[config.mk]
export PLATFORM = sky130hd
export DESIGN_NAME = fcsc_ram
export DESIGN_NICKNAME = d
export VERILOG_FILES = /design/src/hdl/fcsc_ram.sv
export SDC_FILE = /design/constraint.sdc
export NUM_CORES = 2
export LEC_CHECK = 0
export ABC_AREA = 1
export ABC_CLOCK_PERIOD_IN_PS = 2150
export BUFFER_PORTS_ARGS = -buffer_cell sky130_fd_sc_hd__buf_4
export CORE_ASPECT_RATIO = 1.2
export CORE_UTILIZATION = 45
export DETAILED_ROUTE_END_ITERATION = 10
export GPL_TIMING_DRIVEN = 1
export PLACE_DENSITY_LB_ADDON = 0.05
export SLEW_MARGIN = 40
export SYNTH_ARGS = -nofsm -noshare
export SYNTH_HDL_FRONTEND = slang
export SYNTH_SLANG_ARGS = --single-unit
[constraint.sdc]
create_clock -name clk -period 2.15 [get_ports clk]
set_input_delay 0.43 -clock clk [delete_from_list [all_inputs] [get_ports clk]]
set_output_delay 0.43 -clock clk [all_outputs]
set_load 0.02 [all_outputs]
[src/hdl/fcsc_ram.sv]
// ----------------------------------------------------------------------------
// fcsc_ram: generic simple dual-port RAM
// One write port, one read port with enable and registered read data.
// A read and a write at the same address return the old contents.
// ----------------------------------------------------------------------------
`default_nettype none

module fcsc_ram #(
  parameter int WIDTH = 8,
  parameter int DEPTH = 256
) (
  input  wire logic                     clk,
  input  wire logic                     we,
  input  wire logic [$clog2(DEPTH)-1:0] waddr,
  input  wire logic [WIDTH-1:0]         wdata,
  input  wire logic                     re,
  input  wire logic [$clog2(DEPTH)-1:0] raddr,
  output logic      [WIDTH-1:0]         rdata
);

  logic [WIDTH-1:0] mem [DEPTH];

  // Storage and registered read
  always_ff @(posedge clk) begin
    if (we) begin
      mem[waddr] <= wdata;
    end
    if (re) begin
      rdata <= mem[raddr];
    end
  end

endmodule

`default_nettype wire

==> results.md <==
- CP max FO: 1
- P_leak: about 36 nW
- Clock Latency Late Sink: approximately 860 ps
- Maxcap violations: 0
- Syn Inst Count: ~7000
- Core area: about 180000 sq um
- Final cycle utilization of the critical path: 0.976
- Power share of the sequential group: 0.515
- Setup TNS: 0 ps
- GR Util All Layers: 0.275
- Routed wire length: ~260000 microns
- Sequential cell area fraction in the yosys report: 0.740
- Comb pwr share: 0.072
- Layout cells sized above 1: 0.154
- Syn_area_per_cell: 11.9 sq um
- CTS sink cnt: ~2100
- Final Setup Violations: 0
- NetSw: ~20 mW
- Num rows: roughly 170
- Synthesis Warnings: 0
- Worst-path clk slew: about 60 ps
- Tmin final: roughly 2100 ps
- Die height: 474 microns
- Worst EP arrival: ~2700 ps
- Die X: 395 microns
- Sw Ratio: 0.229
- Clock power frac: 0.413
- Syn Nets: ~7000
- H-tree Lvls: 4
- Flops & latches, synth: 2056
- CP required: 2730 ps
- DRT antenna net count: 0
- Vias in the first global route: around 55000
- Initial Utilization: 0.455
- Critical path endpoint category: flop
- Rel. slew slack: 0.591
- Nets@finish: around 7700
- Root Driver: clkbuf_16
- Antenna violations before repair: 7
- Drt drc: 0
- Final GP Congestion: about 0.89
- Num ports: 35
- Post-detailed-route wirelength per cell: around 25 microns
- Slew @ Worst Pin: a little over 600 ps
- CTS Buffer Depth: 3
- PortBufs: 34
- Final hold viol count: 0
- Detailed Route Iter0 Violations: between 5000 and 6000
- CP Class: flop to flop
- Via Count: about 57000
- Area Overhead vs Synth: 19.1%
- Post-synth cell types: 13
- Pint: around 66 mW
- Critical Path Start Type: flop
- First-pass GRT wire length: around 380000 microns
- Placed insts: ~10000
- Post-Layout Cell Count: ~10000
- Largest net degree at the start of global routing: 72
- Pre-Repair DR Iteration Count: 6
- Outcome: complete, no violations
- CTS Buf Count: 208
- Post-Syn Area: ~83000 sq um
- Vias per inst: between 5 and 6
- Area of the die: 187000 sq um
- P per Cell Area: between 800 and 900 nW/um^2
- Clk_skew: 20.5 ps
- Slew Viols, Final: 0
- Maximum vdd ir drop: 0.933 mV
- Worst setup margin: approximately 52 ps
- RSZ-0062 raised after global routing: no
- Hpwl dp: ~170000 microns
- Worst hold path type: input port to flop
- F_max: approximately 480 MHz
- Place WS: -721 ps
- TritonCTS clock tree: yes
- GRT Residual Overflow: 0
critical path, stage by stage (launching register included):
cell and delay, ps:
edfxtp_1 370, nand2_1 70, nand3_1 70, nand3_1 120
nand3_1 140, nand3_1 180, nand3_1 250, nand3_1 190
nand2_1 140, nand2_1 200, nand2_1 90
logic make-up (layout without fill, tap and decap cells):
family	after synthesis	in the layout	share of synthesized area
buf+inv	522	1332	0.0312
flops	2056	2056	0.740
other cells	0	5	0
simple gates	4425	4425	0.229
through the flow:
step	power (mW)	hold slack, ps	util	cell area, sq um
CTS	86.4	16.6	0.542	99400
floorplan	47.8	529	-	83500
global placement	51.2	823	0.505	92700
global route	88.3	40.4	0.542	99400
finish	85.8	72.4	0.542	99400
detailed placement	51.3	825	0.505	92700
metal layers:
metal	vias to the layer above	track usage	part of all wire	routed length (microns)
met5	-	0	0	0
met4	0	0.0834	0.029	7370
met3	352	0.0367	0.067	17200
met2	2021	0.445	0.48	123000
met1	28248	0.388	0.43	111000
li1	26198	-	-	-
final cells by class:
type | instances | area, sq um
Fill cell | 15710 | 84100
Sequential cell | 2056 | 61700
Multi-Input combinational cell | 4425 | 19200
Timing Repair Buffer | 907 | 8670
Clock buffer | 255 | 5510
Tap cell | 2436 | 3050
Clock inverter | 131 | 1090
Inverter | 39 | 180
Antenna cell | 5 | 12.5
power groups by stage:
stage                     combinational (mW)  sequential (mW)  clock (mW)
after floorplan                         2.73             45.1           0
after global placement                  6.14             45.1           0
after detailed placement                6.17             45.1           0
after CTS                               6.20             44.2        36.0
after global routing                    6.63             44.2        37.5
final                                   6.17             44.2        35.4
timing repair:
action,in CTS,in global routing
endpoints found under the hold margin,140,0
hold buffers,9,0
resized for setup,0,1
setup endpoints to repair,0,1
setup buffers,0,0
placed cells by master, fill, tap and decap left out, types with 2 or more instances in the layout:
| cell type | n |
|---|---|
| nand2_2 | 14 |
| nor2_1 | 283 |
| diode_2 | 5 |
| bufinv_16 | 16 |
| buf_4 | 746 |
| clkinv_8 | 4 |
| edfxtp_1 | 2056 |
| inv_16 | 2 |
| clkinv_1 | 61 |
| nand2_1 | 2109 |
| clkinv_4 | 2 |
| clkbuf_1 | 41 |
| inv_8 | 3 |
| buf_8 | 11 |
| nand3_1 | 2018 |
| inv_1 | 34 |
| clkbuf_16 | 214 |
| clkinv_2 | 41 |
| inv_6 | 3 |
| dlygate4sd3_1 | 9 |
| buf_12 | 140 |
worst paths after layout:
| check | from | endpoint | slack (ps) | depth (start not counted) |
|---|---|---|---|---|
| worst min-delay path | wdata[4] | mem[19][4]$_DFFE_PP_ | 70 | 1 |
| worst max-delay path | mem[9][4]$_DFFE_PP_ | rdata[4]$_DFFE_PP_ | 50 | 10 |
| worst min register to register | mem[212][6]$_DFFE_PP_ | rdata[6]$_DFFE_PP_ | 1090 | 10 |
| worst max register to register | mem[9][4]$_DFFE_PP_ | rdata[4]$_DFFE_PP_ | 50 | 10 |
registers in the layout, summed over array words and instances (netlist names):
register and cells:
mem 2048, rdata 8
Yosys cell counts:
cell type	instances	area, sq um
buf_6	16	180
inv_4	1	6.26
buf_4	46	345
nand3_1	2019	10100
nand2_1	2123	7970
buf_1	40	150
inv_2	2	7.51
inv_1	36	135
buf_2	268	1340
buf_8	1	15.0
clkbuf_1	112	420
edfxtp_1	2056	61700
nor2_1	283	1060
No activity file was read; power rests on OpenSTA's default activity.
